[src/sv/icr_pkg.sv]
// Package: shared types, codes and constants of the impulse collision resolver.
`default_nettype none
package icr_pkg;

  localparam int unsigned VEL_W   = 32;
  localparam int unsigned MASS_W  = 32;
  localparam int unsigned REST_W  = 17;
  localparam int unsigned IDX_IN_W = 8;
  localparam logic [REST_W-1:0] ONE_Q16 = 17'h10000;

  typedef enum logic [1:0] {
    OP_WRITE   = 2'd0,
    OP_READ    = 2'd1,
    OP_RESOLVE = 2'd2,
    OP_NONE    = 2'd3
  } icr_op_t;

  typedef struct packed {
    logic        [1:0]          operation;
    logic        [IDX_IN_W-1:0] first_body;
    logic        [IDX_IN_W-1:0] second_body;
    logic signed [VEL_W-1:0]    normal_x;
    logic signed [VEL_W-1:0]    normal_y;
    logic signed [VEL_W-1:0]    normal_z;
    logic signed [VEL_W-1:0]    write_velocity_x;
    logic signed [VEL_W-1:0]    write_velocity_y;
    logic signed [VEL_W-1:0]    write_velocity_z;
    logic        [MASS_W-1:0]   write_mass;
    logic        [REST_W-1:0]   write_restitution;
  } icr_req_t;

  typedef struct packed {
    logic signed [VEL_W-1:0] read_velocity_x;
    logic signed [VEL_W-1:0] read_velocity_y;
    logic signed [VEL_W-1:0] read_velocity_z;
    logic                    impulse_applied;
  } icr_rsp_t;

  typedef struct packed {
    logic signed [VEL_W-1:0]  vx;
    logic signed [VEL_W-1:0]  vy;
    logic signed [VEL_W-1:0]  vz;
    logic        [MASS_W-1:0] mass;
    logic        [REST_W-1:0] rest;
  } icr_body_t;

  typedef enum logic [4:0] {
    DP_NOP,
    DP_CAPTURE,
    DP_WRITE_BODY,
    DP_READ_A,
    DP_READ_B,
    DP_LATCH_A,
    DP_LATCH_B,
    DP_DOT_LOAD,
    DP_DOT_ACC,
    DP_VN,
    DP_S_LOAD,
    DP_S_CAP,
    DP_K_LOAD,
    DP_DIV_START,
    DP_K_CAP,
    DP_D_LOAD,
    DP_D_APPLY,
    DP_WRITE_V1,
    DP_WRITE_V2,
    DP_OUT
  } icr_dp_op_t;

  typedef struct packed {
    icr_dp_op_t  op;
    logic [1:0]  lane;
    logic        sel;
  } icr_cmd_t;

  typedef struct packed {
    logic [1:0] operation;
    logic       separating;
    logic       div_busy;
  } icr_status_t;

  typedef enum logic [4:0] {
    ST_IDLE,
    ST_DISPATCH,
    ST_WRITE,
    ST_RD_A,
    ST_LAT_A,
    ST_RD_B,
    ST_LAT_B,
    ST_DOT_LOAD,
    ST_DOT_PROD,
    ST_DOT_ACC,
    ST_VN,
    ST_CHECK,
    ST_S_LOAD,
    ST_S_PROD,
    ST_S_CAP,
    ST_K_LOAD,
    ST_K_PROD,
    ST_DIV_START,
    ST_DIV_WAIT,
    ST_K_CAP,
    ST_D_LOAD,
    ST_D_PROD,
    ST_D_APPLY,
    ST_WR_V1,
    ST_RD_B2,
    ST_LAT_B2,
    ST_WR_V2,
    ST_DONE
  } icr_state_t;

endpackage
`default_nettype wire

[src/sv/icr_controller.sv]
// Controller: sequences one operation through the datapath and owns both handshakes.
`default_nettype none
module icr_controller (
  input  logic                 clk,
  input  logic                 rst,
  input  logic                 req_valid,
  output logic                 req_ready,
  output logic                 rsp_valid,
  input  logic                 rsp_ready,
  input  icr_pkg::icr_status_t status,
  output icr_pkg::icr_cmd_t    cmd
);
  import icr_pkg::*;

  icr_state_t state, state_next;
  logic [1:0] lane, lane_next;
  logic       sel, sel_next;
  logic       out_go;

  assign out_go = (state == ST_DONE) && (!rsp_valid || rsp_ready);

  always_ff @(posedge clk) begin
    if (rst) begin
      state     <= ST_IDLE;
      lane      <= '0;
      sel       <= 1'b0;
      rsp_valid <= 1'b0;
    end else begin
      state <= state_next;
      lane  <= lane_next;
      sel   <= sel_next;
      if (out_go)         rsp_valid <= 1'b1;
      else if (rsp_ready) rsp_valid <= 1'b0;
    end
  end

  always_comb begin
    state_next = state;
    lane_next  = lane;
    sel_next   = sel;
    case (state)
      ST_IDLE:     if (req_valid) state_next = ST_DISPATCH;
      ST_DISPATCH: begin
        case (status.operation)
          OP_WRITE:   state_next = ST_WRITE;
          OP_READ:    state_next = ST_RD_A;
          OP_RESOLVE: state_next = ST_RD_A;
          default:    state_next = ST_DONE;
        endcase
      end
      ST_WRITE:    state_next = ST_DONE;
      ST_RD_A:     state_next = ST_LAT_A;
      ST_LAT_A:    state_next = (status.operation == OP_READ) ? ST_DONE : ST_RD_B;
      ST_RD_B:     state_next = ST_LAT_B;
      ST_LAT_B: begin
        state_next = ST_DOT_LOAD;
        lane_next  = '0;
      end
      ST_DOT_LOAD: state_next = ST_DOT_PROD;
      ST_DOT_PROD: state_next = ST_DOT_ACC;
      ST_DOT_ACC: begin
        if (lane == 2'd2) begin
          state_next = ST_VN;
        end else begin
          state_next = ST_DOT_LOAD;
          lane_next  = lane + 2'd1;
        end
      end
      ST_VN:       state_next = ST_CHECK;
      ST_CHECK: begin
        state_next = status.separating ? ST_DONE : ST_S_LOAD;
        sel_next   = 1'b0;
      end
      ST_S_LOAD:   state_next = ST_S_PROD;
      ST_S_PROD:   state_next = ST_S_CAP;
      ST_S_CAP:    state_next = ST_K_LOAD;
      ST_K_LOAD:   state_next = ST_K_PROD;
      ST_K_PROD:   state_next = ST_DIV_START;
      ST_DIV_START: state_next = ST_DIV_WAIT;
      ST_DIV_WAIT: if (!status.div_busy) state_next = ST_K_CAP;
      ST_K_CAP: begin
        if (!sel) begin
          state_next = ST_K_LOAD;
          sel_next   = 1'b1;
        end else begin
          state_next = ST_D_LOAD;
          sel_next   = 1'b0;
          lane_next  = '0;
        end
      end
      ST_D_LOAD:   state_next = ST_D_PROD;
      ST_D_PROD:   state_next = ST_D_APPLY;
      ST_D_APPLY: begin
        if (lane == 2'd2) begin
          state_next = sel ? ST_WR_V2 : ST_WR_V1;
        end else begin
          state_next = ST_D_LOAD;
          lane_next  = lane + 2'd1;
        end
      end
      ST_WR_V1: begin
        state_next = ST_RD_B2;
        sel_next   = 1'b1;
      end
      ST_RD_B2:    state_next = ST_LAT_B2;
      ST_LAT_B2: begin
        state_next = ST_D_LOAD;
        lane_next  = '0;
      end
      ST_WR_V2:    state_next = ST_DONE;
      ST_DONE:     if (out_go) state_next = ST_IDLE;
      default:     state_next = ST_IDLE;
    endcase
  end

  always_comb begin
    req_ready = state == ST_IDLE;
    cmd.lane  = lane;
    cmd.sel   = sel;
    case (state)
      ST_IDLE:      cmd.op = req_valid ? DP_CAPTURE : DP_NOP;
      ST_WRITE:     cmd.op = DP_WRITE_BODY;
      ST_RD_A:      cmd.op = DP_READ_A;
      ST_LAT_A:     cmd.op = DP_LATCH_A;
      ST_RD_B:      cmd.op = DP_READ_B;
      ST_LAT_B:     cmd.op = DP_LATCH_B;
      ST_DOT_LOAD:  cmd.op = DP_DOT_LOAD;
      ST_DOT_ACC:   cmd.op = DP_DOT_ACC;
      ST_VN:        cmd.op = DP_VN;
      ST_S_LOAD:    cmd.op = DP_S_LOAD;
      ST_S_CAP:     cmd.op = DP_S_CAP;
      ST_K_LOAD:    cmd.op = DP_K_LOAD;
      ST_DIV_START: cmd.op = DP_DIV_START;
      ST_K_CAP:     cmd.op = DP_K_CAP;
      ST_D_LOAD:    cmd.op = DP_D_LOAD;
      ST_D_APPLY:   cmd.op = DP_D_APPLY;
      ST_WR_V1:     cmd.op = DP_WRITE_V1;
      ST_RD_B2:     cmd.op = DP_READ_B;
      ST_LAT_B2:    cmd.op = DP_LATCH_B;
      ST_WR_V2:     cmd.op = DP_WRITE_V2;
      ST_DONE:      cmd.op = out_go ? DP_OUT : DP_NOP;
      default:      cmd.op = DP_NOP;
    endcase
  end
endmodule
`default_nettype wire

[config.mk]
export PLATFORM = sky130hd
export DESIGN_NAME = icr_controller
export DESIGN_NICKNAME = d
export VERILOG_FILES = /design/src/sv/icr_pkg.sv /design/src/sv/icr_controller.sv
export SDC_FILE = /design/constraint.sdc
export NUM_CORES = 1
export LEC_CHECK = 0
export ABC_AREA = 1
export BUFFER_PORTS_ARGS = -buffer_cell sky130_fd_sc_hd__buf_2
export CAP_MARGIN = 20
export CORE_MARGIN = 3
export CORE_UTILIZATION = 53
export CTS_CLUSTER_SIZE = 28
export DETAILED_ROUTE_END_ITERATION = 10
export GPL_ROUTABILITY_DRIVEN = 0
export PLACE_DENSITY = 0.75
export SETUP_SLACK_MARGIN = 0.2
export SLEW_MARGIN = 20
export SYNTH_ARGS = -nofsm -noshare
export SYNTH_HDL_FRONTEND = slang
export SYNTH_SLANG_ARGS = --single-unit
[constraint.sdc]
create_clock -name clk -period 1.7 [get_ports clk]
set_input_delay 0.085 -clock clk [delete_from_list [all_inputs] [get_ports clk]]
set_output_delay 0.085 -clock clk [all_outputs]
set_load 0.01 [all_outputs]
==> results of run 1 <==
[cell type report]
class                           instances  area (sq um)  area share (%)
Tap cell                               27          33.8            2.06
Timing Repair Buffer                   36           255            15.5
Inverter                               29           129            7.84
Multi-Input combinational cell        166          1000            61.0
Clock buffer                            4          26.3            1.60
Sequential cell                         9           196            12.0
[per-layer routing]
metal  global-route usage [%]  share of wire (%)  vias to the layer above
li1                         -                  -                      749
met1                     38.9                 36                      732
met2                     49.8                 46                      133
met3                     8.55                 13                       42
met4                     6.38                5.1                        0
met5                        0                  0                        -
[where the power goes]
part / internal (uW) / switching, uW
logic: 572 / 944
registers: 278 / 114
clock network: 90.4 / 73.8
total: 940 / 1130
[state kept, by name, indices dropped and copies added (netlist names)]
| signal | count |
|---|---|
| lane | 2 |
| rsp_valid | 1 |
| sel | 1 |
| state | 5 |
[metrics by stage]
step | total power [uW] | worst slack [ns] | area (sq um) | hold slack, ns
3_5_place_dp | 1460 | 0.0109 | 1270 | 0.357
3_3_place_gp | 1450 | 0.0204 | 1270 | 0.351
2_1_floorplan | 1160 | 0.338 | 1150 | 0.280
6_report | 2070 | -0.00272 | 1640 | 0.0864
4_1_cts | 1800 | 0.129 | 1480 | 0.0660
5_1_grt | 2210 | -0.146 | 1640 | 0.0887
[repair_timing]
action,CTS,global route
buffers inserted,10,4
endpoints found under the hold margin,0,0
pin swaps,7,11
endpoints found under the setup margin,12,12
gates resized for setup,32,41
[worst max path at each step]
| stage | start | end | slack, ns | depth (start not counted) |
|---|---|---|---|---|
| after floorplan | state[4]$_SDFFE_PP0P_ | lane[1]$_SDFFE_PP0P_ | 0.34 | 8 |
| after global placement | state[3]$_SDFFE_PP0P_ | cmd[5] | 0.02 | 9 |
| after detailed placement | state[3]$_SDFFE_PP0P_ | cmd[5] | 0.01 | 9 |
| after CTS | state[3]$_SDFFE_PP0P_ | cmd[6] | 0.13 | 8 |
| after global routing | state[4]$_SDFFE_PP0P_ | cmd[3] | -0.15 | 6 |
| final | state[4]$_SDFFE_PP0P_ | cmd[3] | -0.003 | 6 |
[cells in the final DEF (no fill, tap or decap), types with 2 or more instances in the layout]
cell type / n
inv_1: 17
nand3_2: 5
nand3_1: 21
inv_4: 3
nand2_2: 16
clkbuf_4: 3
nor2_4: 5
buf_6: 2
nand2_1: 35
o21ai_1: 2
dfxtp_4: 4
inv_2: 7
a21oi_2: 4
dfxtp_1: 4
a21oi_1: 7
o2111a_1: 2
o21ai_0: 7
buf_4: 15
nor3_1: 3
nor2_1: 25
nor2_2: 12
buf_2: 17
nand4_1: 3
nand2_4: 7
[logic make-up (layout without fill, tap and decap cells)]
kind of cell	after synthesis	in the layout
buffers and inverters	34	69
AND/OR/NAND/NOR	139	139
adder cells (fa/ha/maj)	1	1
AO/OA/AOI/OAI	26	26
flip-flops	9	9
==> flow_summary.yaml, run 1 <==
yosys:
  yosys.area_share.simple_pct: 56.5
  synth-seq-area-share_pct: 15.6
  synth_compound_area_share_pct: 13.8
  ys_ff_latch: 9
  synthTopCellsByCount: "nand2_1, nor2_1, nand3_1"
  synth_top_family_by_area: "simple AND/OR/NAND/NOR gates"
  ys_types: 32
  synthArstFlopShare_pct: 0
  synthAdderAreaFrac_pct: 1.09
  synthXorXnorAreaFrac_pct: 0
  synth_nets: 218
  yosysMostFrequentCell: "nand2_1"
  yosysWarningCount: 0
  postSynthCellCount: 209
  synth-edff-count: 0
  synthMuxAreaShare_pct: 0
  synth_top_cell_by_area: "nand2_1"
  synthFlopType: "dfxtp_1"
  syn_area_sq_um: 1150
  synth_area_per_cell_sq_um: 5.51
  synth_top_area_share_pct: 16.6
  ys_top_cells_by_area: "nand2_1, dfxtp_1, nor2_1"
critical_path:
  r2r_end: "state[0]$_SDFFE_PP0P_"
  r2r_cells: 11
  r2r-start: "state[3]$_SDFFE_PP0P_"
  r2r_slack_ns: 0.09
  worstPathRequired_ns: 1.62
  critical_path.max_stage_delay_ns: 0.46
  slowest_stage: "dfxtp_4"
  critical_path_buf_inv_count: 2
  critical_path.max_fanout: 10
  cp_top_family: "simple AND/OR/NAND/NOR gates"
  crit_path_end_kind: "output pin"
  arrival_ns: 1.62
  worst_setup_path_start_kind: "flop"
  timing_worst_setup_path_type: "reg2out"
  worstPathCellList: "inv_2 > nand2_1 > nor2_2 > nor2_1 > nand4_1 > buf_2"
pwr:
  powerDensity_nw_per_um2: 1260
  vdd.ir_drop.worst_uv: 924
  leakage_uw: 0.000837
min_path:
  hp-class: "in2reg"
  worstHoldStart: "rst"
  hold_depth: 2
  min_to: "state[1]$_SDFFE_PP0P_"
floorplanning:
  fp-row-count: 16
  num_io_pins: 18
  die_w_um: 52.6
  die_y_um: 52.6
  initial_core_util_pct: 57.6
  core_area_sq_um: 2000
  die_area_sq_um: 2770
placement:
  dp_cells: 253
  place.detailed.hpwl_um: 2840
  port_buffers: 17
timing:
  hold_violations: 0
  tightest_slew_ns: 0.320
  setup_viol: 1
  max_slew_margin_pct: 78.6
  finalSetupTns_ns: -0.00272
  max_freq_ghz: 0.587
  finClkSkew_ns: 0.00571
  min_period_over_period_pct: 100
  maxSlewViolCount: 0
  rsz0062_at_grt: "yes"
  fin_ws_ns: -0.00272
  finalCriticalPeriod_ns: 1.70
cells_and_area:
  final_cells: 271
  area_delta_synth_final_pct: 42.6
  utilization_pct: 82.1
  finalNetCount: 254
  drive_gt1_share_pct: 46.3
  num_antenna_cells: 0
  fillers: 138
detailed_routing:
  drcViolationCount: 0
  vias_per_cell: 6.11
  dr_total_vias: 1656
  drt_iter0_drc: 129
  ant_nets: 0
  drt_pass1_iterations: 6
  avgRoutedWirePerCell_um: 16.7
  wirelength_um: 4530
status:
  outcome: "complete, but fails checks"
  violations: "setup timing"
global_routing:
  grt_max_degree: 12
  grt_usage_pct: 30.3
  grt_pass1_vias: 1393
  grt_pass1_wl_um: 6310
  overflow: 0
  antenna_found_initial: 0
clock_network:
  insertion_delay_ns: 0.26
  clk_pin_slew_ns: 0.06
  cts_htree_levels: 1
  tritoncts: "built"
  numCtsBuffers: 3
  clock_path_buffers: 2
  cts_num_sinks: 9
  clockRootBuffer: "clkbuf_4"
  hold_buffers: 0
flow_run:
  drv_cap: 0
(Power assumes the default switching activity.)
==> run 2, diff against run 1 <==
--- a/config.mk
+++ b/config.mk
@@ -6,14 +6,13 @@
 export NUM_CORES = 1
 export LEC_CHECK = 0
 export ABC_AREA = 1
-export BUFFER_PORTS_ARGS = -buffer_cell sky130_fd_sc_hd__buf_2
+export BUFFER_PORTS_ARGS = -buffer_cell sky130_fd_sc_hd__buf_4
 export CAP_MARGIN = 20
 export CORE_MARGIN = 3
-export CORE_UTILIZATION = 53
+export CORE_UTILIZATION = 24
 export CTS_CLUSTER_SIZE = 28
 export DETAILED_ROUTE_END_ITERATION = 10
 export GPL_ROUTABILITY_DRIVEN = 0
-export PLACE_DENSITY = 0.75
 export SETUP_SLACK_MARGIN = 0.2
 export SLEW_MARGIN = 20
 export SYNTH_ARGS = -nofsm -noshare
==> flow_summary.yaml, run 2 (synthesis gave the netlist of run 1 again) <==
critical_path:
  critical_path_buf_inv_count: 3
  crit_path_end_kind: "output pin"
  cp_common_cell: "buf_4"
  timing_worst_setup_path_type: "reg2out"
  crit_start: "state[1]$_SDFFE_PP0P_"
  cp_top_family: "flip-flops"
  slowest_stage: "dfxtp_4"
  critical_path.max_stage_delay_ns: 0.41
  arrival_ns: 1.50
  r2r_slack_ns: 0.18
  r2r-start: "state[2]$_SDFFE_PP0P_"
  worstPathRequired_ns: 1.62
  worst_setup_path_start_kind: "flop"
  worstPathCellList: "nand2_4 > inv_4 > nand2_1 > buf_4 > o2111a_1 > nand3_1 > buf_4"
  critical_path.max_fanout: 5
cells_and_area:
  final-seq-area_sq_um: 199
  area_delta_synth_final_pct: 60.7
  mostFrequentLayoutCells: "buf_4, nand2_1, nor2_1"
  layout_commonest_cell: "buf_4"
  multi_input_area_sq_um: 988
  num_antenna_cells: 0
  final_cells: 314
  design_area_sq_um: 1850
  regMostFlops: "state"
  top_regs: "state: 5 flops, lane: 2 flops"
  fillers: 453
  largest_reg_flops: 5
  drive_gt1_share_pct: 46.2
  finalNetCount: 272
timing:
  finClkSkew_ns: 0.00465
  fin_ws_ns: 0.114
  rsz0062_at_grt: "yes"
  max_freq_ghz: 0.631
  finalSetupTns_ns: 0
  maxSlewViolCount: 0
  min_period_over_period_pct: 93.3
  tightest_slew_ns: 0.292
  finalCriticalPeriod_ns: 1.59
  setup_viol: 0
  hold_violations: 0
  max_slew_margin_pct: 80.3
floorplanning:
  num_io_pins: 18
  die_w_um: 75.3
  die_area_sq_um: 5670
  core_area_sq_um: 4500
  initial_core_util_pct: 25.6
  fp-row-count: 24
  die_y_um: 75.3
clock_network:
  hold_buffers: 0
  cts_htree_levels: 1
  tritoncts: "built"
  clk_pin_slew_ns: 0.04
  numCtsBuffers: 3
  insertion_delay_ns: 0.23
  clockRootBuffer: "clkbuf_8"
  cts_num_sinks: 9
  clock_path_buffers: 2
detailed_routing:
  drcViolationCount: 0
  avgRoutedWirePerCell_um: 14.4
  drt_pass1_iterations: 4
  ant_nets: 0
  drt_iter0_drc: 182
  wirelength_um: 4520
  vias_per_cell: 5.07
  dr_total_vias: 1593
global_routing:
  grt_max_degree: 9
  grt_pass1_wl_um: 7510
  grt_pass1_vias: 1645
  grt_usage_pct: 17.1
  antenna_found_initial: 0
  overflow: 0
pwr:
  powerDensity_nw_per_um2: 1240
  leakage_uw: 0.000941
  vdd.ir_drop.worst_uv: 472
  power.total_uw: 2300
placement:
  port_buffers: 17
  dpl_cell_area_sq_um: 1430
  pre_cts_ws_ns: 0.0729
  dp_cells: 289
  place.detailed.hpwl_um: 3140
min_path:
  worstHoldStart: "rst"
  hp-class: "in2reg"
flow_run:
  drv_cap: 0
status:
  outcome: "finished, final reports clean"
==> run 2: changes by cell type in the layout (fill, tap and decap cells not counted), moves of 2 or more <==
| cell | delta |
|---|---|
| buf_4 | +34 |
| buf_2 | -17 |
| nand2_1 | +7 |
| nand2_2 | -5 |
| nor2_2 | -5 |
| clkbuf_4 | -3 |
| clkbuf_8 | +3 |
| nor2_1 | +3 |
| buf_6 | +2 |
| inv_1 | +2 |
| nand2_4 | -2 |
| nor2_4 | +2 |
| o21ai_0 | -2 |
==> run 2: path summary, 6_finish.rpt <==
path | endpoint | depth (start not counted)
worst max-delay path | cmd[4] | 7
worst min-delay path | state[1]$_SDFFE_PP0P_ | 2
worst max register to register | state[1]$_SDFFE_PP0P_ | 12
worst min register to register | lane[0]$_SDFFE_PP0P_ | 2
==> run 2: layout make-up <==
cell class	count	share of cell area, %
flip-flops and latches	9	10.7
inverters	29	6.55
well taps	52	3.51
clock buffers	4	2.43
multi-input cells	166	53.4
repair buffers	54	23.4
==> run 2: layer usage <==
layer | track usage, % | share of wire [%] | up-vias
met4 | 9.32 | 5.7 | 0
met1 | 20.6 | 40 | 710
met5 | 0 | 0 | -
met3 | 3.03 | 6.6 | 30
li1 | - | - | 780
met2 | 28.8 | 47 | 73
==> run 2: worst register-to-register path, stage by stage, from the launching register on <==
cell and delay (ns):
dfxtp_4 0.34, buf_12 0.14, nor2_8 0.17, buf_6 0.16
buf_6 0.10, nand2_2 0.04, nand2_2 0.08, nand2_2 0.06
nand2_1 0.06, nor2_1 0.05, nand3_1 0.08, nand2_1 0.06
a21oi_2 0.10
==> run 2: timing repair <==
action                                  CTS  global route
endpoints found under the setup margin   12            12
pin swaps                                11            11
gates cloned                              0             0
setup buffers                            17             4
resized for setup                        47            19
==> run 2: stage by stage <==
stage / util [%] / hold slack, ns
2_1_floorplan: - / 0.280
3_3_place_gp: 31.7 / 0.323
3_5_place_dp: 31.7 / 0.320
4_1_cts: 39.0 / 0.0678
5_1_grt: 41.1 / 0.0723
6_report: 41.1 / 0.0734
==> run 2: where the power goes <==
part | total [uW] | internal [uW] | switching, uW
logic | 1660 | 724 | 941
registers | 390 | 282 | 109
clock network | 247 | 163 | 83.3
total | 2300 | 1170 | 1130
==> run 3, diff against run 2 <==
--- a/config.mk
+++ b/config.mk
@@ -13,6 +13,7 @@
 export CTS_CLUSTER_SIZE = 28
 export DETAILED_ROUTE_END_ITERATION = 10
 export GPL_ROUTABILITY_DRIVEN = 0
+export REMOVE_ABC_BUFFERS = 1
 export SETUP_SLACK_MARGIN = 0.2
 export SLEW_MARGIN = 20
 export SYNTH_ARGS = -nofsm -noshare
==> flow_summary.yaml, run 3 (synthesis gave the netlist of run 1 again) <==
clock_network:
  clock_path_buffers: 2
  clockRootBuffer: "clkbuf_8"
  tritoncts: "built"
  cts_htree_levels: 1
  hold_buffers: 0
  cts_num_sinks: 9
  numCtsBuffers: 3
  clk_pin_slew_ns: 0.04
  insertion_delay_ns: 0.23
placement:
  port_buffers: 17
  dp_cells: 281
  place.detailed.hpwl_um: 3060
  pre_cts_ws_ns: 0.105
  dpl_cell_area_sq_um: 1380
timing:
  rsz0062_at_grt: "yes"
  setup_viol: 0
  finClkSkew_ns: 0.00504
  min_period_over_period_pct: 93.5
  finalSetupTns_ns: 0
  max_freq_ghz: 0.629
  finalCriticalPeriod_ns: 1.59
  fin_ws_ns: 0.110
  max_slew_margin_pct: 81.8
  tightest_slew_ns: 0.271
  maxSlewViolCount: 0
  hold_violations: 0
cells_and_area:
  design_area_sq_um: 1720
  finalNetCount: 258
  regMostFlops: "state"
  num_antenna_cells: 0
  mostFrequentLayoutCells: "nand2_1, buf_4, nor2_1"
  top_regs: "state: 5 flops, lane: 2 flops"
  area_delta_synth_final_pct: 49.5
  largest_reg_flops: 5
  layout_commonest_cell: "nand2_1"
  final_cells: 300
  drive_gt1_share_pct: 42.3
global_routing:
  overflow: 0
  grt_max_degree: 11
  grt.busiest_layer: "met2"
  met2_usage_pct: 27.1
  grt_usage_pct: 15.6
  antenna_found_initial: 0
  grt_pass1_wl_um: 6830
  grtUsageMet1_pct: 18.9
  grt_pass1_vias: 1488
  use_met3_pct: 2.11
critical_path:
  crit_start: "state[1]$_SDFFE_PP0P_"
  critical_path.max_fanout: 5
  arrival_ns: 1.50
  r2r-start: "state[2]$_SDFFE_PP0P_"
  slowest_stage: "dfxtp_4"
  r2r_slack_ns: 0.12
  worstPathRequired_ns: 1.62
  worstPathCellList: "inv_2 > nand2_4 > inv_1 > nand3_2 > and2_4 > o2111a_1 > nand3_1 > buf_4"
  r2r_cells: 11
  crit_path_end_kind: "output pin"
  r2r_end: "state[4]$_SDFFE_PP0P_"
  timing_worst_setup_path_type: "reg2out"
  worst_setup_path_start_kind: "flop"
  cp-endpoint: "cmd[5]"
  critical_path.max_stage_delay_ns: 0.37
pwr:
  internal_power_uw: 1120
  powerDensity_nw_per_um2: 1300
  p_sw_uw: 1120
  p_sw_share_pct: 50.1
  vdd.ir_drop.worst_uv: 662
  seq_power_share_pct: 16.0
  leakage_uw: 0.000862
  share_comb_of_total_power_pct: 73.0
  pwr-share-clk_pct: 11.1
detailed_routing:
  drcViolationCount: 0
  vias_per_cell: 5.32
  dr_total_vias: 1595
  drt_iter0_drc: 213
  avgRoutedWirePerCell_um: 14.8
  wirelength_um: 4430
  ant_nets: 0
  drt_pass1_iterations: 5
min_path:
  hp-class: "in2reg"
  worstHoldStart: "rst"
floorplanning:
  die_area_sq_um: 5670
  initial_core_util_pct: 25.6
  core_area_sq_um: 4500
  die_y_um: 75.3
  num_io_pins: 18
  fp-row-count: 24
  die_w_um: 75.3
flow_run:
  drv_cap: 0
status:
  outcome: "finished, final reports clean"
==> run 3: critical path: cells and delay by family, from the launching register on <==
family / cells / cell delay, ns
AND/OR/NAND/NOR: 4 / 0.42
buffers and inverters: 3 / 0.36
flip-flops: 1 / 0.37
AO/OA/AOI/OAI: 1 / 0.12
==> run 3: worst min-delay path by stage <==
stage | slack, ns | cells past startpoint | end
2_1_floorplan | 0.15 | 1 | state[1]$_SDFFE_PP0P_
3_3_place_gp | 0.33 | 2 | state[1]$_SDFFE_PP0P_
3_5_place_dp | 0.33 | 2 | state[1]$_SDFFE_PP0P_
4_1_cts | 0.08 | 2 | state[1]$_SDFFE_PP0P_
5_1_grt | 0.10 | 2 | state[1]$_SDFFE_PP0P_
6_report | 0.09 | 2 | state[1]$_SDFFE_PP0P_
==> run 3: power by group through the flow <==
| stage | clock network (uW) | registers, uW | logic, uW |
|---|---|---|---|
| after floorplan | 0 | 363 | 750 |
| after global placement | 0 | 325 | 1290 |
| after detailed placement | 0 | 328 | 1260 |
| after CTS | 253 | 345 | 1490 |
| after global routing | 262 | 362 | 1760 |
| final | 248 | 356 | 1630 |
==> run 3: timing repair <==
| action | 4_1_cts | 5_1_grt |
|---|---|---|
| resized for setup | 34 | 21 |
| hold endpoints to repair | 0 | 0 |
| buffers inserted | 15 | 0 |
| pin swaps | 9 | 7 |
| cloned | 0 | 0 |
| setup endpoints to repair | 10 | 12 |
==> run 3: metal layers <==
metal | wire length, um | vias to the layer above | share of wire [%]
met5 | 0 | - | 0
met4 | 228 | 0 | 5.1
met3 | 409 | 35 | 9.2
met2 | 2100 | 111 | 47
met1 | 1690 | 696 | 38
li1 | - | 753 | -
==> run 3: layout make-up <==
class,count,area (sq um)
fillers,468,2780
multi-input cells,166,962
repair buffers,40,340
flip-flops and latches,9,196
inverters,29,114
well taps,52,65.1
clock buffers,4,45.0
==> run 3: metrics by stage <==
stage               utilization (%)  hold slack (ns)  power (uW)
finish                         38.3           0.0870        2240
global route                   38.3            0.105        2380
global placement               30.6            0.330        1610
CTS                            36.8           0.0835        2090
floorplan                         -            0.147        1110
detailed placement             30.6            0.328        1590
